**config.mk**
```make
export PLATFORM = sky130hd
export DESIGN_NAME = spl_queue
export DESIGN_NICKNAME = d
export VERILOG_FILES = /design/src/design/spl_pkg.sv /design/src/design/spl_queue.sv
export VERILOG_INCLUDE_DIRS = /design/src /design/src/design
export SDC_FILE = /design/constraint.sdc
export NUM_CORES = 1
export LEC_CHECK = 0
export BUFFER_PORTS_ARGS = -buffer_cell sky130_fd_sc_hd__clkbuf_2
export CORE_ASPECT_RATIO = 0.7
export CORE_MARGIN = 1.5
export CORE_UTILIZATION = 59
export CTS_BUF_LIST = sky130_fd_sc_hd__clkbuf_8
export DETAILED_ROUTE_END_ITERATION = 16
export GPL_ROUTABILITY_DRIVEN = 0
export PLACE_DENSITY = 0.88
export SYNTH_ARGS = -nofsm -noshare
export SYNTH_HDL_FRONTEND = slang
export SYNTH_SLANG_ARGS = --single-unit
```
**constraint.sdc**
```tcl
create_clock -name clk -period 11.4 [get_ports clk]
set_clock_uncertainty 0.1 [all_clocks]
set_input_delay 0 -clock clk [delete_from_list [all_inputs] [get_ports clk]]
set_output_delay 0 -clock clk [all_outputs]
set_load 0.01 [all_outputs]
```
**src/design/stereo_peak_limiter_saturator_core_defines.svh**
```systemverilog
// Assertion macros shared by the limiter RTL.
// No dependencies; included by the modules that carry checks.
`ifndef STEREO_PEAK_LIMITER_SATURATOR_CORE_DEFINES_SVH
`define STEREO_PEAK_LIMITER_SATURATOR_CORE_DEFINES_SVH

// same-cycle implication
`define SPL_ASSERT_IMPLY(label, clk, rst, ante, cons) \
  label: assert property (@(posedge clk) disable iff (rst) (ante) |-> (cons)) \
    else $error("spl: assertion failed");

// next-cycle implication
`define SPL_ASSERT_NEXT(label, clk, rst, ante, cons) \
  label: assert property (@(posedge clk) disable iff (rst) (ante) |=> (cons)) \
    else $error("spl: assertion failed");

`endif

```
**src/design/spl_pkg.sv**
```systemverilog
// Package for the stereo limiter: widths, config and queue types, constants.
// No dependencies.
`timescale 1ns / 1ps
package spl_pkg;

  localparam int SAMPLE_BITS   = 24;
  localparam int ENV_FRAC_BITS = 32;

  localparam int MAG_W   = SAMPLE_BITS;
  localparam int ENV_W   = SAMPLE_BITS + ENV_FRAC_BITS - 20;
  localparam int EXT_W   = (ENV_W > 32) ? ENV_W : 33;
  localparam int HI_W    = EXT_W - 32;
  localparam int ROOT_W  = (SAMPLE_BITS + 21) / 2;
  localparam int SQX_W   = 2 * ROOT_W;
  localparam int SQ_SHIFT = 40 - ENV_FRAC_BITS;
  localparam int GAIN_W  = (ROOT_W > 21) ? ROOT_W : 21;
  localparam int DEN_W   = GAIN_W;
  localparam int DIV_STEPS = 20;

  localparam logic [20:0] ONE_Q20 = 21'h100000;
  localparam logic [30:0] ONE_Q30 = 31'h40000000;
  localparam logic [31:0] PI_Q30  = 32'd3373259426;
  localparam int SINE_TERMS = 6;

  typedef enum logic [2:0] {
    REG_THRESHOLD = 3'd0,
    REG_CEILING   = 3'd1,
    REG_SAT_AMT   = 3'd2,
    REG_SAT_NORM  = 3'd3,
    REG_ENV_COEFF = 3'd4
  } reg_index_t;

  typedef struct packed {
    logic [20:0] threshold_amp;
    logic [20:0] ceiling_amp;
    logic [19:0] saturation_amount;
    logic [20:0] saturation_norm;
    logic [31:0] envelope_coeff;
  } cfg_t;

  typedef struct packed {
    logic [MAG_W-1:0]  lmag;
    logic              lneg;
    logic [MAG_W-1:0]  rmag;
    logic              rneg;
    logic [GAIN_W-1:0] gain;
  } entry_t;

  typedef struct packed {
    logic empty;
    logic full;
  } qstat_t;

  // divisors k*(k+1) of the sine series, k = 12, 10, 8, 6, 4, 2, with floor(2^32/d)
  function automatic logic [39:0] sine_div(input logic [2:0] idx);
    logic [39:0] v;
    case (idx)
      3'd0:    v = {8'd156, 32'(64'h1_0000_0000 / 156)};
      3'd1:    v = {8'd110, 32'(64'h1_0000_0000 / 110)};
      3'd2:    v = {8'd72,  32'(64'h1_0000_0000 / 72)};
      3'd3:    v = {8'd42,  32'(64'h1_0000_0000 / 42)};
      3'd4:    v = {8'd20,  32'(64'h1_0000_0000 / 20)};
      default: v = {8'd6,   32'(64'h1_0000_0000 / 6)};
    endcase
    return v;
  endfunction

endpackage

```
**src/design/spl_queue.sv**
```systemverilog
// Two-entry queue between the gain front end and the shaping back end.
// Depends on spl_pkg.
`timescale 1ns / 1ps
`include "stereo_peak_limiter_saturator_core_defines.svh"
module spl_queue
  import spl_pkg::*;
(
  input  logic   clk,
  input  logic   rst,
  input  logic   push,
  input  entry_t push_entry,
  input  logic   pop,
  output entry_t head,
  output qstat_t qstat
);

  entry_t     mem [2];
  logic       wr_ptr, rd_ptr;
  logic [1:0] count;

  assign head        = mem[rd_ptr];
  assign qstat.empty = (count == 2'd0);
  assign qstat.full  = (count == 2'd2);

  always_ff @(posedge clk) begin
    if (push) mem[wr_ptr] <= push_entry;
  end

  always_ff @(posedge clk) begin
    if (rst) begin
      wr_ptr <= 1'b0;
      rd_ptr <= 1'b0;
      count  <= 2'd0;
    end else begin
      if (push) wr_ptr <= ~wr_ptr;
      if (pop)  rd_ptr <= ~rd_ptr;
      count <= count + {1'b0, push} - {1'b0, pop};
    end
  end

  `SPL_ASSERT_IMPLY(a_no_overflow, clk, rst, push, !qstat.full)
  `SPL_ASSERT_IMPLY(a_no_underflow, clk, rst, pop, !qstat.empty)

endmodule

```
==> results.md <==
- Status: complete, no violations
- Final hold violation count: 0
- Antenna violations before repair: 0
- Vias/cell: 4.982
- Library cell with the highest instance count after synthesis: sky130_fd_sc_hd__edfxtp_1
- Synthesized area per cell: 23.53 um^2
- Async set or reset register ratio after synthesis: 0%
- Number of cells produced by synthesis: 245
- Highest clock rate: 0.3946 GHz
- Number of nets in the finished design: 561
- First-pass GRT wire length: 16410 um
- P_leak: 3.136 nW
- Adder and majority gate portion of the synthesized area: 0.4340%
- Worst hold path type: primary input to flop
- Destination of the critical timing path: head[71]
- Cell types with the highest counts after synthesis: sky130_fd_sc_hd__edfxtp_1 (144), sky130_fd_sc_hd__mux2_4 (70), sky130_fd_sc_hd__buf_12 (7)
- RSZ-0062 raised after global routing: false
- Die Span Y: 85.71 um
- Share of the clock period used by the worst path after layout: 22.23%
- Number of flops mapped to enable cells by yosys: 144
- Max FO, Critical Path: 58
- Vias after detailed routing: 3094
- Switching Power: 0.2669 mW
- Worst R2R Start: wr_ptr$_SDFFE_PP0P_
- Number of cell instances on the worst register-to-register path: 1
- Final ANT Viol Nets: 0
- Total of endpoints with negative setup slack in the final report: 0
- TritonCTS sink count: 149
- Number of buffers added on ports: 149
- Clk pin slew, worst setup/hold paths: 0.08 ns
- Cell variety after synth: 13
- Fraction of the yosys area taken by sequential cells: 76.74%
- Minimum period implied by the final worst setup slack: 2.534 ns
- Cell taking the most area after synthesis: sky130_fd_sc_hd__edfxtp_1
- Ratio of cells with drive above 1 in the final layout: 50.60%
- Post-synthesis mux area share: 18.62%
- Number of DRC markers after the initial detailed-route iteration: 239
- Worst max-slew margin expressed relative to the limit: 30.01%
- Number of buffers created by CTS: 17
- Yosys warning total: 0
- Critical register-to-register path endpoint: mem[1][39]$_DFFE_PP_
- Post-DP HPWL: 6188 um
- Complex-gate fraction of the synthesized area: 0%
- Global-route usage over all layers: 21.89%
- Pwr dens: 153.1 nW/um^2
- Portion of total power attributed to the clock network: 29.2%
- Detailed-route wire length: 10690 um
- Sequential cell fraction of total power: 55.7%
- Endpoint kind of the worst setup timing path: primary output
- Worst Tran Pin Value: 1.050 ns
- Critical path data required time: 11.30 ns
- Pin count of the biggest net entering global routing: 73
- Endpoint arrival time on the critical path: 2.43 ns
- Layout-stage area growth over the synthesis result: 32.60%
- P_int: 0.9039 mW
- Utilization after layout: 82.30%
- Number of gates resized after cts: 0
- Total power: 1.171 mW
- Clock insertion delay at the later pin of the skew report: 0.44 ns
- Leading cell types by total area after synthesis: sky130_fd_sc_hd__edfxtp_1 (75%), sky130_fd_sc_hd__mux2_4 (18%), sky130_fd_sc_hd__buf_12 (2.4%)
- Mapped Nets: 323
- Share of total power in combinational logic: 15.1%
- Maximum VDD drop: 0.1182 mV
- Commonest register cell after synthesis: sky130_fd_sc_hd__edfxtp_1
- Initial Utilization: 62.07%
- Worst-case clock buffer depth: 2
- Die extent in x: 121.2 um
- Area share of xor/xnor cells in the synthesized design: 0.6944%
- Switching Fraction: 22.80%
- Total congestion overflow after global routing: 0
- Crit Path Category: flop to primary output
- Root Buffer Master: sky130_fd_sc_hd__clkbuf_8
- Depth of the CTS H-tree: 4
- Number of rows in the core area: 29
- Kind of start point of the critical path: flop
- Routed wire length per instance: 17.21 um
- Slack of the worst reg-to-reg path: 9.59 ns
- Vias in the first global route: 3237
- TritonCTS clock tree: built
- Top-level I/O count: 150
- Synth top area share: 75.00%
- TNS Setup: 0 ns
- Max-slew violation count: 0
- Post-synthesis register bit count: 149
- Die Area: 10380 um^2
- Count of unresolved DRC violations after routing: 0
- Synthesized area: 5766 um^2
- Dominant combinational cell family by area after synthesis: multiplexers
- Number of iterations in the first detailed-routing pass: 5
- Count of maximum capacitance violations: 0
- Simple-gate area share of the yosys netlist: 0.7595%
- Core ar.: 9289 um^2
per-stage QoR:
stage                     instances  setup WS, ns  cell area, um^2  hold WS (ns)
after floorplan                 245         7.264             5766      -0.02839
final                           621         8.866             7645        0.1924
after global placement          512         9.358             6544       0.08799
after CTS                       620         8.878             7642        0.1684
after global routing            620         8.757             7642        0.1757
after detailed placement        512         9.347             6544       0.09297
power groups by stage:
stage / Clock (mW) / Sequential [mW] / Combinational [mW]
after floorplan: 0 / 0.660 / 0.108
after global placement: 0 / 0.661 / 0.151
after detailed placement: 0 / 0.664 / 0.154
after CTS: 0.346 / 0.652 / 0.176
after global routing: 0.370 / 0.655 / 0.188
final: 0.342 / 0.652 / 0.177
registers in the layout, summed over array words and instances (netlist names), named ones only:
register and cells:
mem 144, count 2, rd_ptr 1, wr_ptr 1
cell type report:
| class | count | area [um^2] |
|---|---|---|
| fillers | 448 | 1644 |
| inverters | 2 | 7.507 |
| well taps | 124 | 155.1 |
| multi-input cells | 86 | 1192 |
| diodes | 1 | 2.502 |
| flip-flops and latches | 149 | 4428 |
| clock buffers | 21 | 289.0 |
| clock inverters | 11 | 48.80 |
| repair buffers | 227 | 1521 |
worst min-delay path by stage:
stage,startpoint,endpoint,depth (start not counted)
after floorplan,rst,count[0]$_SDFF_PP0_,1
after global routing,push_entry[3],mem[1][3]$_DFFE_PP_,2
after global placement,push_entry[15],mem[0][15]$_DFFE_PP_,1
after CTS,push_entry[3],mem[1][3]$_DFFE_PP_,2
after detailed placement,push_entry[20],mem[1][20]$_DFFE_PP_,1
final,push_entry[3],mem[1][3]$_DFFE_PP_,2
cell families (layout without fill, tap and decap cells):
family / count (synthesis) / count (layout)
XOR/XNOR: 3 / 3
flip-flops: 149 / 149
adder cells (fa/ha/maj): 2 / 2
multiplexers: 72 / 72
AND/OR/NAND/NOR: 9 / 9
other: 0 / 1
buffers and inverters: 10 / 261
layout by cell type, fill, tap and decap left out:
| cell | synthesis | layout |
|---|---|---|
| sky130_fd_sc_hd__inv_1 | 2 | 8 |
| sky130_fd_sc_hd__dfxtp_4 | 0 | 1 |
| sky130_fd_sc_hd__diode_2 | 0 | 1 |
| sky130_fd_sc_hd__xnor3_1 | 1 | 1 |
| sky130_fd_sc_hd__clkbuf_8 | 0 | 21 |
| sky130_fd_sc_hd__nor2b_4 | 0 | 1 |
| sky130_fd_sc_hd__nor2_1 | 5 | 5 |
| sky130_fd_sc_hd__nor2b_1 | 3 | 2 |
| sky130_fd_sc_hd__xnor2_1 | 2 | 2 |
| sky130_fd_sc_hd__clkinv_1 | 0 | 1 |
| sky130_fd_sc_hd__edfxtp_1 | 144 | 144 |
| sky130_fd_sc_hd__and2_4 | 0 | 1 |
| sky130_fd_sc_hd__ha_1 | 2 | 2 |
| sky130_fd_sc_hd__clkinv_2 | 0 | 3 |
| sky130_fd_sc_hd__mux2_2 | 2 | 2 |
| sky130_fd_sc_hd__clkbuf_2 | 0 | 149 |
| sky130_fd_sc_hd__dfxtp_1 | 5 | 4 |
| sky130_fd_sc_hd__mux2_4 | 70 | 70 |
| sky130_fd_sc_hd__dlygate4sd3_1 | 0 | 76 |
| sky130_fd_sc_hd__buf_4 | 0 | 2 |
| sky130_fd_sc_hd__clkinvlp_4 | 0 | 1 |
repair_timing:
action                                 4_1_cts  5_1_grt
hold buffers                                76        0
endpoints found under the hold margin      149        0
buffers inserted                             0        0
metal layers:
metal  track usage (%)  vias up  wire length (um)
met5                 0        -                 0
met4             7.807        0               123
met3             8.245       10               864
met2             37.81      133              5416
met1             25.39     1509              4286
li1                  -     1442                 -
worst max-delay path, stage by stage (launching register included):
cell                       delay [ns]
sky130_fd_sc_hd__dfxtp_4         0.52
sky130_fd_sc_hd__buf_4           0.84
sky130_fd_sc_hd__mux2_2          0.42
sky130_fd_sc_hd__clkbuf_2        0.13
No activity file was read; power rests on OpenSTA's default activity.
