[src/design/stereo_peak_limiter_saturator_core_defines.svh]
// Assertion macros shared by the limiter RTL.
// No dependencies; included by the modules that carry checks.
`ifndef STEREO_PEAK_LIMITER_SATURATOR_CORE_DEFINES_SVH
`define STEREO_PEAK_LIMITER_SATURATOR_CORE_DEFINES_SVH

// same-cycle implication
`define SPL_ASSERT_IMPLY(label, clk, rst, ante, cons) \
  label: assert property (@(posedge clk) disable iff (rst) (ante) |-> (cons)) \
    else $error("spl: assertion failed");

// next-cycle implication
`define SPL_ASSERT_NEXT(label, clk, rst, ante, cons) \
  label: assert property (@(posedge clk) disable iff (rst) (ante) |=> (cons)) \
    else $error("spl: assertion failed");

`endif

[src/design/spl_pkg.sv]
// Package for the stereo limiter: widths, config and queue types, constants.
// No dependencies.
`timescale 1ns / 1ps
package spl_pkg;

  localparam int SAMPLE_BITS   = 24;
  localparam int ENV_FRAC_BITS = 32;

  localparam int MAG_W   = SAMPLE_BITS;
  localparam int ENV_W   = SAMPLE_BITS + ENV_FRAC_BITS - 20;
  localparam int EXT_W   = (ENV_W > 32) ? ENV_W : 33;
  localparam int HI_W    = EXT_W - 32;
  localparam int ROOT_W  = (SAMPLE_BITS + 21) / 2;
  localparam int SQX_W   = 2 * ROOT_W;
  localparam int SQ_SHIFT = 40 - ENV_FRAC_BITS;
  localparam int GAIN_W  = (ROOT_W > 21) ? ROOT_W : 21;
  localparam int DEN_W   = GAIN_W;
  localparam int DIV_STEPS = 20;

  localparam logic [20:0] ONE_Q20 = 21'h100000;
  localparam logic [30:0] ONE_Q30 = 31'h40000000;
  localparam logic [31:0] PI_Q30  = 32'd3373259426;
  localparam int SINE_TERMS = 6;

  typedef enum logic [2:0] {
    REG_THRESHOLD = 3'd0,
    REG_CEILING   = 3'd1,
    REG_SAT_AMT   = 3'd2,
    REG_SAT_NORM  = 3'd3,
    REG_ENV_COEFF = 3'd4
  } reg_index_t;

  typedef struct packed {
    logic [20:0] threshold_amp;
    logic [20:0] ceiling_amp;
    logic [19:0] saturation_amount;
    logic [20:0] saturation_norm;
    logic [31:0] envelope_coeff;
  } cfg_t;

  typedef struct packed {
    logic [MAG_W-1:0]  lmag;
    logic              lneg;
    logic [MAG_W-1:0]  rmag;
    logic              rneg;
    logic [GAIN_W-1:0] gain;
  } entry_t;

  typedef struct packed {
    logic empty;
    logic full;
  } qstat_t;

  // divisors k*(k+1) of the sine series, k = 12, 10, 8, 6, 4, 2, with floor(2^32/d)
  function automatic logic [39:0] sine_div(input logic [2:0] idx);
    logic [39:0] v;
    case (idx)
      3'd0:    v = {8'd156, 32'(64'h1_0000_0000 / 156)};
      3'd1:    v = {8'd110, 32'(64'h1_0000_0000 / 110)};
      3'd2:    v = {8'd72,  32'(64'h1_0000_0000 / 72)};
      3'd3:    v = {8'd42,  32'(64'h1_0000_0000 / 42)};
      3'd4:    v = {8'd20,  32'(64'h1_0000_0000 / 20)};
      default: v = {8'd6,   32'(64'h1_0000_0000 / 6)};
    endcase
    return v;
  endfunction

endpackage

[src/design/spl_front.sv]
// Front end: takes a stereo pair, updates the envelope, takes its square root
// and forms the gain. Depends on spl_pkg.
`timescale 1ns / 1ps
`include "stereo_peak_limiter_saturator_core_defines.svh"
module spl_front
  import spl_pkg::*;
(
  input  logic                   clk,
  input  logic                   rst,
  input  cfg_t                   cfg,
  input  logic                   in_valid,
  output logic                   in_stall,
  input  logic signed [MAG_W-1:0] left_in,
  input  logic signed [MAG_W-1:0] right_in,
  input  qstat_t                 qstat,
  output logic                   push,
  output entry_t                 push_entry
);

  typedef enum logic [4:0] {
    F_IDLE = 5'b00001,
    F_MUL  = 5'b00010,
    F_ENV  = 5'b00100,
    F_SQRT = 5'b01000,
    F_PUSH = 5'b10000
  } fstate_t;

  localparam int CNT_W = $clog2(ROOT_W);

  fstate_t state;
  logic [MAG_W-1:0]  lmag, rmag;
  logic              lneg, rneg;
  logic [ENV_W-1:0]  env;
  logic              up;
  logic [63:0]       prod_lo;
  logic [HI_W+31:0]  prod_hi;
  logic [SQX_W-1:0]  sqx;
  logic [ROOT_W-1:0] root;
  logic [ROOT_W+1:0] srem;
  logic [CNT_W-1:0]  cnt;

  logic [MAG_W-1:0]  lmag_in, rmag_in, det;
  logic [ENV_W-1:0]  target, diff;
  logic [EXT_W-1:0]  diff_ext;
  logic [HI_W+31:0]  step;
  logic [ROOT_W+3:0] rem_s, trial;
  logic [GAIN_W-1:0] level_g, thr_g, gain;

  assign lmag_in = left_in[MAG_W-1]  ? MAG_W'(-left_in)  : MAG_W'(left_in);
  assign rmag_in = right_in[MAG_W-1] ? MAG_W'(-right_in) : MAG_W'(right_in);
  assign det     = (lmag > rmag) ? lmag : rmag;
  assign target  = ENV_W'(det) << (ENV_FRAC_BITS - 20);
  assign diff    = (target >= env) ? target - env : env - target;
  assign diff_ext = EXT_W'(diff);
  assign step    = prod_hi + (HI_W+32)'(prod_lo[63:32]);

  assign rem_s = {srem, sqx[SQX_W-1 -: 2]};
  assign trial = {2'b00, root, 2'b01};

  assign level_g = GAIN_W'(root);
  assign thr_g   = GAIN_W'(cfg.threshold_amp);
  always_comb begin
    gain = (level_g > thr_g) ? level_g : thr_g;
    if (gain == '0) gain = GAIN_W'(1);
  end

  assign in_stall = (state != F_IDLE);
  assign push     = (state == F_PUSH) && !qstat.full;
  assign push_entry = '{lmag: lmag, lneg: lneg, rmag: rmag, rneg: rneg, gain: gain};

  always_ff @(posedge clk) begin
    if (rst) begin
      state <= F_IDLE;
      env   <= '0;
    end else begin
      unique case (state)
        F_IDLE: begin
          if (in_valid) begin
            lmag  <= lmag_in;
            rmag  <= rmag_in;
            lneg  <= left_in[MAG_W-1];
            rneg  <= right_in[MAG_W-1];
            state <= F_MUL;
          end
        end
        F_MUL: begin
          up      <= (target >= env);
          prod_lo <= diff_ext[31:0] * cfg.envelope_coeff;
          prod_hi <= diff_ext[EXT_W-1:32] * cfg.envelope_coeff;
          state   <= F_ENV;
        end
        F_ENV: begin
          env   <= up ? env + ENV_W'(step) : env - ENV_W'(step);
          state <= F_SQRT;
          cnt   <= '0;
          root  <= '0;
          srem  <= '0;
          sqx   <= SQX_W'(up ? env + ENV_W'(step) : env - ENV_W'(step)) << SQ_SHIFT;
        end
        F_SQRT: begin
          if (rem_s >= trial) begin
            srem <= (ROOT_W+2)'(rem_s - trial);
            root <= {root[ROOT_W-2:0], 1'b1};
          end else begin
            srem <= (ROOT_W+2)'(rem_s);
            root <= {root[ROOT_W-2:0], 1'b0};
          end
          sqx <= sqx << 2;
          cnt <= cnt + 1'b1;
          if (cnt == CNT_W'(ROOT_W - 1)) state <= F_PUSH;
        end
        F_PUSH: begin
          if (!qstat.full) state <= F_IDLE;
        end
        default: state <= F_IDLE;
      endcase
    end
  end

  `SPL_ASSERT_IMPLY(a_gain_nonzero, clk, rst, push, push_entry.gain != '0)

endmodule

[config.mk]
export PLATFORM = sky130hd
export DESIGN_NAME = spl_front
export DESIGN_NICKNAME = d
export VERILOG_FILES = /design/src/design/spl_pkg.sv /design/src/design/spl_front.sv
export VERILOG_INCLUDE_DIRS = /design/src /design/src/design
export SDC_FILE = /design/constraint.sdc
export NUM_CORES = 2
export LEC_CHECK = 0
export ABC_AREA = 1
export BUFFER_PORTS_ARGS = -buffer_cell sky130_fd_sc_hd__buf_2
export CORE_UTILIZATION = 60
export CTS_CLUSTER_SIZE = 12
export DETAILED_ROUTE_END_ITERATION = 10
export GPL_ROUTABILITY_DRIVEN = 1
export PLACE_DENSITY = 0.75
export RECOVER_POWER = 25
export SLEW_MARGIN = 20
export SYNTH_ARGS = -nofsm -noshare
export SYNTH_HDL_FRONTEND = slang
export SYNTH_SLANG_ARGS = --single-unit
[constraint.sdc]
create_clock -name clk -period 14.3 [get_ports clk]
set_clock_uncertainty 0.2 [all_clocks]
set_input_delay 0.715 -clock clk [delete_from_list [all_inputs] [get_ports clk]]
set_output_delay 0.715 -clock clk [all_outputs]
set_load 0.02 [all_outputs]
==> flow_summary.json <==
{
  "status": "complete, but fails checks",
  "violations": "capacitance limit, slew limit",
  "cts_root_buf": "clkbuf_16",
  "core_sq_um": 95000,
  "critPathMaxStageDelay_ns": 0.64,
  "grt_pass1_vias": 50900,
  "drc_errors": 0,
  "fin_tns_setup_ns": 0,
  "synth_area_leaders": "fa_1 (33%), edfxtp_1 (11%), ha_1 (11%)",
  "fillCellCount": 8590,
  "clk_pin_slew_ns": 0.06,
  "finalSetupViolations": 0,
  "drt_iter0_drc": 5290,
  "io_buffers": 178,
  "max_slew_margin_pct": -148,
  "end_kind": "flip-flop",
  "multiInputGateArea_sq_um": 43400,
  "hold_buffers": 0,
  "start_util_pct": 60.6,
  "grt_max_degree": 71,
  "cpMaxStageDelayCell": "o21ai_0",
  "regArea_sq_um": 7010,
  "drtPass1Iterations": 6,
  "synth_cell_type_count": 65,
  "wl_per_cell_um": 22.6,
  "required_ns": 14.41,
  "cp.arrival_ns": 12.96,
  "final_hold_viol_count": 0,
  "cts-buffers-inserted": 31,
  "area_delta_synth_final_pct": 5.94,
  "clockBufferDepth": 3,
  "synthCells": 7461,
  "final_max_slew_viol_count": 173,
  "cts_resized": 0,
  "yosysSeqAreaShare_pct": 12.2,
  "routed_wl_um": 199000,
  "boundaryPins": 242,
  "cts_sinks": 247,
  "yosysWarnings": 0,
  "synthArstFlopShare_pct": 0,
  "viasPerCell": 5.78,
  "fin_crit_sh_pct": 89.8,
  "clkLatencyLatePin_ns": 0.63,
  "tritoncts": "yes",
  "worst_pin_slew_ns": 3.72,
  "vias": 51100,
  "critPathLaunchType": "flip-flop",
  "cts.htree.levels": 1,
  "crit_type": "reg2reg",
  "finish.net_count": 9163,
  "synth_edf_count": 206,
  "grt.overflow.total": 0,
  "drive_gt1_share_pct": 5.43,
  "synth_ff_type": "edfxtp_1",
  "fin_crit_ns": 12.85,
  "hp-class": "in2reg",
  "die_width_um": 312,
  "fp-row-count": 113,
  "synth_top_area_share_pct": 33.3,
  "die_area_sq_um": 97200,
  "ys_seq_elements": 247,
  "syn_area_sq_um": 57600,
  "rsz0062_at_grt": "false",
  "grt_first_pass_wirelength_um": 301000,
  "antenna_found_initial": 9,
  "max_freq_mhz": 77.8,
  "yosys.area.top_type": "fa_1",
  "drv_cap": 3,
  "dpl.hpwl_um": 163000,
  "postCtsSetupRepairBufs": 0,
  "gp_congestion": 1.07,
  "syn_area_per_cell_sq_um": 7.71,
  "postRouteAntennaNets": 0,
  "crit_fanout": 28,
  "syn_nets": 9076,
  "die_y_um": 312,
  "grt_use_total_pct": 41.3
}
[worst paths after layout]
check / end / start / cells past startpoint / slack (ns)
worst max-delay path: prod_lo[49]$_DFFE_PP_ / rmag[15]$_DFFE_PP_ / 42 / 1.45
worst min register to register: sqx[17]$_DFFE_PP_ / sqx[15]$_DFFE_PP_ / 2 / 0.32
worst min-delay path: lmag[0]$_DFFE_PP_ / left_in[0] / 1 / 0.13
worst max register to register: prod_lo[49]$_DFFE_PP_ / rmag[15]$_DFFE_PP_ / 42 / 1.45
[cell type report]
class,instances,share of cell area [%]
Timing Repair Buffer,308,3.01
Clock inverter,12,0.197
Tap cell,1265,2.60
Multi-Input combinational cell,5343,71.2
Clock buffer,46,1.50
Inverter,1617,9.95
Antenna cell,3,0.0123
Sequential cell,247,11.5
[flip-flops by register name, summed over array words and instances (netlist names), 22 cells and up]
| name | cells |
|---|---|
| srem | 24 |
| rmag | 24 |
| env | 36 |
| sqx | 36 |
| prod_hi | 36 |
| level_g | 22 |
| lmag | 24 |
| prod_lo | 32 |
[cell usage after synthesis, drive strengths merged, types with 10 or more instances]
library cell	number
a211oi	12
fa	958
xor2	169
o21bai	17
xnor2	67
nand2	1427
o21a	20
inv	1608
nand3	185
a21oi	399
nor3	58
dfxtp	41
o211ai	13
a21o	12
buf	93
ha	489
edfxtp	206
nor2	1059
o31ai	10
nand4	49
a31oi	38
o21ai	291
clkbuf	161
nor4	15
[cell families after synthesis]
family / count (synthesis) / synth area share, %
AOI/OAI and AO/OA: 849 / 8.10
xor gates and xnor gates: 236 / 3.64
adders and majority gates: 1447 / 44.0
buffers and inverters: 1871 / 12.5
DFF: 247 / 12.2
and+or+nand+nor: 2811 / 19.6
[layout by cell type, fill, tap and decap left out, drive strengths merged, types with 6 or more instances in the layout]
cell type | synthesis | routed
o21ai | 291 | 291
clkinv | 9 | 15
o31ai | 10 | 10
nor3 | 58 | 58
nand4 | 49 | 49
buf | 93 | 248
ha | 489 | 489
nand2 | 1427 | 1427
edfxtp | 206 | 206
o211ai | 13 | 13
clkbuf | 161 | 106
xor2 | 169 | 169
a21oi | 399 | 399
a31oi | 38 | 38
nand3b | 6 | 6
fa | 958 | 958
inv | 1608 | 1612
o21a | 20 | 20
o21bai | 17 | 17
xnor2 | 67 | 67
nor2 | 1059 | 1059
o221ai | 8 | 8
a21o | 12 | 12
nor4 | 15 | 15
a211oi | 12 | 12
a21boi | 8 | 8
dfxtp | 41 | 41
nand3 | 185 | 185
[stage by stage]
stage	hold slack [ns]	std cells	instance area (sq um)	utilization [%]	worst slack, ns
3_5_place_dp	0.304	8780	60000	63.2	1.82
2_1_floorplan	0.294	7461	57600	-	4.09
6_report	0.131	8841	61000	64.2	1.45
4_1_cts	0.0768	8838	61000	64.3	1.78
5_1_grt	0.134	8840	61000	64.2	0.895
3_3_place_gp	0.300	8780	60000	63.2	1.91
[critical path: cells and delay by family, from the launching register on]
kind                     cells  cell delay [ns]
adder cells (fa/ha/maj)     11             4.86
AO/OA/AOI/OAI                9             3.04
AND/OR/NAND/NOR             11             1.87
buffers and inverters        9             1.74
flip-flops                   1             0.45
XOR/XNOR                     2             0.33
[layer usage]
| metal | vias up | share of wire, % | track usage, % |
|---|---|---|---|
| met5 | - | 0.036 | 0 |
| li1 | 22900 | - | - |
| met3 | 617 | 12 | 9.93 |
| met2 | 2836 | 42 | 61.5 |
| met4 | 10 | 6.6 | 22.0 |
| met1 | 24700 | 39 | 55.7 |
Power is not shown: default switching activity piles up to over one toggle a cycle in this logic, so the estimate is an artifact.
