<file path="config.mk">
export PLATFORM = sky130hd
export DESIGN_NAME = spl_back
export DESIGN_NICKNAME = d
export VERILOG_FILES = /design/src/design/spl_pkg.sv /design/src/design/spl_divider.sv /design/src/design/spl_back.sv
export VERILOG_INCLUDE_DIRS = /design/src /design/src/design
export SDC_FILE = /design/constraint.sdc
export NUM_CORES = 2
export LEC_CHECK = 0
export BUFFER_PORTS_ARGS = -buffer_cell sky130_fd_sc_hd__buf_2
export CAP_MARGIN = 20
export CORE_UTILIZATION = 65
export CTS_CLUSTER_DIAMETER = 40
export DETAILED_ROUTE_END_ITERATION = 6
export PLACE_DENSITY = 0.9
export SLEW_MARGIN = 20
export SYNTH_ARGS = -nofsm -noshare
export SYNTH_HDL_FRONTEND = slang
export SYNTH_SLANG_ARGS = --single-unit
</file>
<file path="constraint.sdc">
create_clock -name clk -period 12.9 [get_ports clk]
set_input_delay 1.29 -clock clk [delete_from_list [all_inputs] [get_ports clk]]
set_output_delay 1.29 -clock clk [all_outputs]
set_load 0.01 [all_outputs]
</file>
<file path="src/design/stereo_peak_limiter_saturator_core_defines.svh">
// Assertion macros shared by the limiter RTL.
// No dependencies; included by the modules that carry checks.
`ifndef STEREO_PEAK_LIMITER_SATURATOR_CORE_DEFINES_SVH
`define STEREO_PEAK_LIMITER_SATURATOR_CORE_DEFINES_SVH

// same-cycle implication
`define SPL_ASSERT_IMPLY(label, clk, rst, ante, cons) \
  label: assert property (@(posedge clk) disable iff (rst) (ante) |-> (cons)) \
    else $error("spl: assertion failed");

// next-cycle implication
`define SPL_ASSERT_NEXT(label, clk, rst, ante, cons) \
  label: assert property (@(posedge clk) disable iff (rst) (ante) |=> (cons)) \
    else $error("spl: assertion failed");

`endif

</file>
<file path="src/design/spl_pkg.sv">
// Package for the stereo limiter: widths, config and queue types, constants.
// No dependencies.
`timescale 1ns / 1ps
package spl_pkg;

  localparam int SAMPLE_BITS   = 24;
  localparam int ENV_FRAC_BITS = 32;

  localparam int MAG_W   = SAMPLE_BITS;
  localparam int ENV_W   = SAMPLE_BITS + ENV_FRAC_BITS - 20;
  localparam int EXT_W   = (ENV_W > 32) ? ENV_W : 33;
  localparam int HI_W    = EXT_W - 32;
  localparam int ROOT_W  = (SAMPLE_BITS + 21) / 2;
  localparam int SQX_W   = 2 * ROOT_W;
  localparam int SQ_SHIFT = 40 - ENV_FRAC_BITS;
  localparam int GAIN_W  = (ROOT_W > 21) ? ROOT_W : 21;
  localparam int DEN_W   = GAIN_W;
  localparam int DIV_STEPS = 20;

  localparam logic [20:0] ONE_Q20 = 21'h100000;
  localparam logic [30:0] ONE_Q30 = 31'h40000000;
  localparam logic [31:0] PI_Q30  = 32'd3373259426;
  localparam int SINE_TERMS = 6;

  typedef enum logic [2:0] {
    REG_THRESHOLD = 3'd0,
    REG_CEILING   = 3'd1,
    REG_SAT_AMT   = 3'd2,
    REG_SAT_NORM  = 3'd3,
    REG_ENV_COEFF = 3'd4
  } reg_index_t;

  typedef struct packed {
    logic [20:0] threshold_amp;
    logic [20:0] ceiling_amp;
    logic [19:0] saturation_amount;
    logic [20:0] saturation_norm;
    logic [31:0] envelope_coeff;
  } cfg_t;

  typedef struct packed {
    logic [MAG_W-1:0]  lmag;
    logic              lneg;
    logic [MAG_W-1:0]  rmag;
    logic              rneg;
    logic [GAIN_W-1:0] gain;
  } entry_t;

  typedef struct packed {
    logic empty;
    logic full;
  } qstat_t;

  // divisors k*(k+1) of the sine series, k = 12, 10, 8, 6, 4, 2, with floor(2^32/d)
  function automatic logic [39:0] sine_div(input logic [2:0] idx);
    logic [39:0] v;
    case (idx)
      3'd0:    v = {8'd156, 32'(64'h1_0000_0000 / 156)};
      3'd1:    v = {8'd110, 32'(64'h1_0000_0000 / 110)};
      3'd2:    v = {8'd72,  32'(64'h1_0000_0000 / 72)};
      3'd3:    v = {8'd42,  32'(64'h1_0000_0000 / 42)};
      3'd4:    v = {8'd20,  32'(64'h1_0000_0000 / 20)};
      default: v = {8'd6,   32'(64'h1_0000_0000 / 6)};
    endcase
    return v;
  endfunction

endpackage

</file>
<file path="src/design/spl_divider.sv">
// Restoring divider: (num_hi*2^20 + num_lo) / den, 20 quotient bits, num_hi < den.
// One bit per cycle. Depends on spl_pkg.
`timescale 1ns / 1ps
`include "stereo_peak_limiter_saturator_core_defines.svh"
module spl_divider
  import spl_pkg::*;
(
  input  logic             clk,
  input  logic             rst,
  input  logic             start,
  input  logic [DEN_W-1:0] num_hi,
  input  logic [19:0]      num_lo,
  input  logic [DEN_W-1:0] den,
  output logic             done,
  output logic [19:0]      quot
);

  localparam int CNT_W = $clog2(DIV_STEPS);

  logic             busy;
  logic [DEN_W-1:0] rem, dreg;
  logic [19:0]      lo;
  logic [CNT_W-1:0] cnt;
  logic [DEN_W:0]   r2;

  assign r2 = {rem, lo[19]};

  always_ff @(posedge clk) begin
    if (rst) begin
      busy <= 1'b0;
      done <= 1'b0;
    end else begin
      done <= 1'b0;
      if (start && !busy) begin
        busy <= 1'b1;
        rem  <= num_hi;
        lo   <= num_lo;
        dreg <= den;
        cnt  <= '0;
      end else if (busy) begin
        if (r2 >= {1'b0, dreg}) begin
          rem  <= DEN_W'(r2 - {1'b0, dreg});
          quot <= {quot[18:0], 1'b1};
        end else begin
          rem  <= DEN_W'(r2);
          quot <= {quot[18:0], 1'b0};
        end
        lo  <= lo << 1;
        cnt <= cnt + 1'b1;
        if (cnt == CNT_W'(DIV_STEPS - 1)) begin
          busy <= 1'b0;
          done <= 1'b1;
        end
      end
    end
  end

  `SPL_ASSERT_NEXT(a_start_busy, clk, rst, start && !busy, busy)

endmodule

</file>
<file path="src/design/spl_back.sv">
// Back end: per channel divide by gain, optional sine saturator, ceiling scale.
// Depends on spl_pkg and spl_divider.
`timescale 1ns / 1ps
`include "stereo_peak_limiter_saturator_core_defines.svh"
module spl_back
  import spl_pkg::*;
(
  input  logic               clk,
  input  logic               rst,
  input  cfg_t               cfg,
  input  qstat_t             qstat,
  input  entry_t             head,
  output logic               pop,
  output logic               out_valid,
  input  logic               out_stall,
  output logic signed [21:0] left_out,
  output logic signed [21:0] right_out
);

  typedef enum logic [15:0] {
    S_IDLE    = 16'b0000000000000001,
    S_LOAD    = 16'b0000000000000010,
    S_DIV1    = 16'b0000000000000100,
    S_PHASE_M = 16'b0000000000001000,
    S_PHASE   = 16'b0000000000010000,
    S_T       = 16'b0000000000100000,
    S_T2      = 16'b0000000001000000,
    S_RMUL    = 16'b0000000010000000,
    S_RDIV    = 16'b0000000100000000,
    S_RCOR    = 16'b0000001000000000,
    S_SIN     = 16'b0000010000000000,
    S_SINF    = 16'b0000100000000000,
    S_DIV2    = 16'b0001000000000000,
    S_CEIL_M  = 16'b0010000000000000,
    S_CEIL    = 16'b0100000000000000,
    S_OUT     = 16'b1000000000000000
  } bstate_t;

  localparam int CMP_W = MAG_W + GAIN_W;

  bstate_t state;
  entry_t  ent;
  logic    ch;
  logic [20:0] q, y;
  logic [30:0] t, r;
  logic [31:0] t2, x;
  logic [2:0]  kidx;
  logic [63:0] prod;
  logic [31:0] mul_a, mul_b;

  logic [MAG_W-1:0] mag;
  logic             neg;
  logic [20:0]      p;
  logic [19:0]      pf;
  logic [39:0]      kd;
  logic [31:0]      q0, rem, qq;
  logic [20:0]      norm;
  logic [21:0]      o;
  logic [20:0]      oc;
  logic signed [21:0] res;

  logic             div_start, div_done;
  logic [DEN_W-1:0] div_hi, div_den;
  logic [19:0]      div_lo, div_q;

  spl_divider u_div (
    .clk    (clk),
    .rst    (rst),
    .start  (div_start),
    .num_hi (div_hi),
    .num_lo (div_lo),
    .den    (div_den),
    .done   (div_done),
    .quot   (div_q)
  );

  assign mag  = ch ? ent.rmag : ent.lmag;
  assign neg  = ch ? ent.rneg : ent.lneg;
  assign norm = (cfg.saturation_norm == '0) ? 21'd1 : cfg.saturation_norm;
  assign kd   = sine_div(kidx);
  assign q0   = prod[63:32];
  assign rem  = x - 32'(q0 * kd[39:32]);
  assign qq   = q0 + ((rem >= 32'(kd[39:32])) ? 32'd1 : 32'd0);
  assign o    = prod[41:20];
  assign oc   = (o > 22'(ONE_Q20)) ? ONE_Q20 : o[20:0];
  assign res  = neg ? -$signed({1'b0, oc}) : $signed({1'b0, oc});

  always_comb begin
    p = prod[40:20];
    if (p > ONE_Q20) p = ONE_Q20;
    if (p > (ONE_Q20 >> 1)) p = ONE_Q20 - p;
    pf = p[19:0];
  end

  always_comb begin
    div_start = 1'b0;
    div_hi    = DEN_W'(mag);
    div_lo    = '0;
    div_den   = ent.gain;
    if (state == S_LOAD) begin
      div_start = (CMP_W'(mag) < CMP_W'(ent.gain));
    end else if (state == S_SINF) begin
      div_hi    = DEN_W'(prod[60:40]);
      div_lo    = {prod[39:30], 10'd0};
      div_den   = DEN_W'(norm);
      div_start = (prod[60:30] < {norm, 10'd0});
    end
  end

  always_comb begin
    mul_a = 32'(q);
    mul_b = 32'(cfg.saturation_amount);
    case (state)
      S_PHASE:  begin mul_a = 32'(pf); mul_b = PI_Q30; end
      S_T:      begin mul_a = 32'(prod[50:20]); mul_b = 32'(prod[50:20]); end
      S_RMUL:   begin mul_a = t2; mul_b = 32'(r); end
      S_RDIV:   begin mul_a = prod[61:30]; mul_b = kd[31:0]; end
      S_SIN:    begin mul_a = 32'(t); mul_b = 32'(r); end
      S_CEIL_M: begin mul_a = 32'(y); mul_b = 32'(cfg.ceiling_amp); end
      default:  ;
    endcase
  end

  assign pop       = (state == S_IDLE) && !qstat.empty;
  assign out_valid = (state == S_OUT);

  always_ff @(posedge clk) begin
    prod <= mul_a * mul_b;
  end

  always_ff @(posedge clk) begin
    if (rst) begin
      state <= S_IDLE;
      ch    <= 1'b0;
    end else begin
      unique case (state)
        S_IDLE: begin
          if (!qstat.empty) begin
            ent   <= head;
            ch    <= 1'b0;
            state <= S_LOAD;
          end
        end
        S_LOAD: begin
          if (div_start) begin
            state <= S_DIV1;
          end else begin
            q     <= ONE_Q20;
            state <= S_PHASE_M;
          end
        end
        S_DIV1: begin
          if (div_done) begin
            q     <= {1'b0, div_q};
            state <= S_PHASE_M;
          end
        end
        S_PHASE_M: begin
          if (cfg.saturation_amount == '0) begin
            y     <= q;
            state <= S_CEIL_M;
          end else begin
            state <= S_PHASE;
          end
        end
        S_PHASE: state <= S_T;
        S_T: begin
          t     <= prod[50:20];
          state <= S_T2;
        end
        S_T2: begin
          t2    <= prod[61:30];
          r     <= ONE_Q30;
          kidx  <= '0;
          state <= S_RMUL;
        end
        S_RMUL: state <= S_RDIV;
        S_RDIV: begin
          x     <= prod[61:30];
          state <= S_RCOR;
        end
        S_RCOR: begin
          r <= ONE_Q30 - 31'(qq);
          if (kidx == 3'(SINE_TERMS - 1)) begin
            state <= S_SIN;
          end else begin
            kidx  <= kidx + 1'b1;
            state <= S_RMUL;
          end
        end
        S_SIN: state <= S_SINF;
        S_SINF: begin
          if (div_start) begin
            state <= S_DIV2;
          end else begin
            y     <= ONE_Q20;
            state <= S_CEIL_M;
          end
        end
        S_DIV2: begin
          if (div_done) begin
            y     <= {1'b0, div_q};
            state <= S_CEIL_M;
          end
        end
        S_CEIL_M: state <= S_CEIL;
        S_CEIL: begin
          if (ch) begin
            right_out <= res;
            state     <= S_OUT;
          end else begin
            left_out <= res;
            ch       <= 1'b1;
            state    <= S_LOAD;
          end
        end
        S_OUT: begin
          if (!out_stall) state <= S_IDLE;
        end
        default: state <= S_IDLE;
      endcase
    end
  end

  `SPL_ASSERT_IMPLY(a_left_bound, clk, rst, out_valid, (left_out <= 22'sd1048576) && (left_out >= -22'sd1048576))
  `SPL_ASSERT_IMPLY(a_right_bound, clk, rst, out_valid, (right_out <= 22'sd1048576) && (right_out >= -22'sd1048576))

endmodule
</file>
==> results.md <==
- DIE AREA: 94800 um2
- LEAKAGE: 31.5 nW
- Bufs on Longest Clock Path: 3
- Critical path launch point type: flip-flop
- RSZ-0062 raised after global routing: no
- Total Routed Length: 207000 um
- Post-CTS Hold Fix Bufs: 0
- Maximum vdd drop: 0.555 mV
- Setup bufs post-CTS: 0
- Via/cell ratio: 6.56
- Final TNS setup: 0 ns
- Crit Path Max Fanout: 11
- Min Tclk post-route: 12.32 ns
- Post-detail-place hpwl: 159000 um
- Post-DR wirelength/cell: 26.1 um
- H-tree depth: 2
- # Max-Cap Violations: 0
- Slack of the critical path: 0.579 ns
- CP most frequent cell: fa_1
- Yosys top cell area share: 0.346
- Root Driver: clkbuf_16
- Synth Flop Type: edfxtp_1
- Netlist Area Pre-Place: 60800 um2
- Status: complete, but fails checks
- Die H: 308 um
- WS Path Type: flip-flop to flip-flop
- Post-CTS resize count: 0
- DRT iter0 DRCs: 7981
- Top-Level Pins: 238
- Met3 WL: 33400 um
- Largest net degree at the start of global routing: 73
- Layout area overhead: 7.47%
- Worst-skew pair later-pin latency: 0.60 ns
- Total GRT Usage: 0.446
- Yosys warning count: 0
- Clk_skew: 0.0276 ns
- Fmax: 81.2 MHz
- First-pass GRT wire length: 312000 um
- Leading cell types by count after synthesis: 1197 x inv_1, 1050 x fa_1, 811 x nor2_1
- DRC: 152
- Area of the multi-input gates: 43100 um2
- Area leader, netlist: fa_1
- Worst EP required: 13.37 ns
- Layout cells sized above 1: 0.0820
- TritonCTS Buffers: 46
- Final GP Congestion: 1.13
- EDFF count, synth: 366
- Sequential share of the synthesized area: 0.201
- Failing checks: design-rule violations
- Fillcell total: 6309
- Arrival time worst endpoint: 12.79 ns
- Worst path slowest cell: a2111oi_2
- Post-Synthesis Cells: 6507
- Metal-1 WL: 63500 um
- Syn Area/Cell: 9.34 um2
- Crit end category: flip-flop
- Max-slew violations: 0
- Synth Register Bits: 428
- Count of final hold-check violations: 0
- CTS tree: done
- Worst min path class: flip-flop to flip-flop
- Met2 WL: 86300 um
- Vias post-DR: 51.9k
- Non-Filler Instances: 7921
- Slowest Stage Delay on Critical Path: 0.88 ns
- Row count: 111
- Sequential cell area: 12200 um2
- Area contributors post-synth: fa_1 35%, edfxtp_1 18%, ha_1 9.2%, inv_1 7.4%, nor2_1 5.0%
- GRT overflow: 0
- Core area: 92200 um2
- Hold WS: 0.482 ns
- Sink Count: 428
- Relative slew slack: 0.212
- Final ANT Viol Nets: 0
- I/O Buffers: 183
- Power Dens Cells: 220 nW/um2
- Netlist cell types: 100
- DR pass1 iterations: 7
- Die width: 308 um
- Vias in the first global route: 54.4k
- Worst-path clk slew: 0.07 ns
- Initial Util: 0.659
- Final setup vio count: 0
- Worst slew pin tran: 1.18 ns
- Fin crit share: 0.955
- Asr flop ratio synth: 0
- Number of antenna violations at the first check in global routing: 17
- Highest metal used: met5
- Dpl cells: 7830
- Total Nets Final: 8325
- Most common cell in the synthesized netlist: inv_1
- Pre-CTS worst setup slack: 1.33 ns
## stage by stage
stage / total power, mW / area (um2) / utilization
after floorplan: 9.31 / 60800 / -
after global placement: 12.0 / 63700 / 0.691
after detailed placement: 12.5 / 63700 / 0.691
after CTS: 14.0 / 65300 / 0.708
after global routing: 15.2 / 65300 / 0.708
final: 14.4 / 65300 / 0.709
## layer usage
layer  GRT usage  up-vias
met5     0.00362        -
met1       0.514    25000
met4       0.374       18
met2       0.648     4545
li1            -    20900
met3       0.185     1494
## path summary, 6_finish.rpt
| kind | from | to | slack [ns] | cells after the start |
|---|---|---|---|---|
| max | prod[21] | prod[49] | 0.58 | 36 |
| min | u_div.quot[6] | u_div.quot[7] | 0.48 | 0 |
| max reg2reg | prod[21] | prod[49] | 0.58 | 36 |
| min reg2reg | u_div.quot[6] | u_div.quot[7] | 0.48 | 0 |
## flip-flops by register name, indices dropped and copies added, names as in the netlist
name        cells
y              21
right_out      22
t              31
r              31
u_div.dreg     22
u_div.busy      1
prod           43
u_div.cnt       5
u_div.rem      22
state          16
x              32
kidx            3
u_div.lo       10
t2             32
u_div.done      1
ch              1
q              21
u_div.quot     20
ent            72
left_out       22
## layout make-up
class,count,area share
Antenna cell,6,0.000230
Clock buffer,50,0.0185
Clock inverter,32,0.00542
Inverter,1218,0.0700
Multi-Input combinational cell,4589,0.660
Sequential cell,428,0.187
Tap cell,1243,0.0238
Timing Repair Buffer,355,0.0348
## cells by family after synthesis
| family | share of synthesized area |
|---|---|
| other | 0.000124 |
| and+or+nand+nor | 0.151 |
| buffers and inverters | 0.0930 |
| adders and majority gates | 0.437 |
| muxes | 0.0167 |
| AOI/OAI and AO/OA | 0.0814 |
| DFF | 0.201 |
| xor gates and xnor gates | 0.0196 |
## placed cells by master, fill, tap and decap left out, types with 55 or more instances in the layout
master / count
inv_1: 1197
fa_1: 1050
nor2_1: 806
nand2_1: 800
ha_1: 445
edfxtp_1: 366
a21oi_1: 188
buf_2: 183
buf_4: 165
o21ai_0: 153
xnor2_1: 96
a21o_1: 82
nand3_1: 75
mux2i_1: 69
and2_1: 62
dfxtp_1: 61
a22oi_1: 56
nand4_1: 55
## critical path, delay by kind of cell (launching register included)
kind / cells / cell delay (ns)
AOI/OAI and AO/OA: 6 / 2.05
xor gates and xnor gates: 2 / 0.59
adders and majority gates: 9 / 4.44
buffers and inverters: 6 / 0.59
DFF: 1 / 0.48
and+or+nand+nor: 13 / 4.02
## power breakdown
group	leakage (nW)	switching, mW	internal [mW]
combinational	26.9	6.85	4.32
clock	0.761	0.621	0.788
sequential	3.86	0.120	1.68
Power figures use the tool's default switching activity.
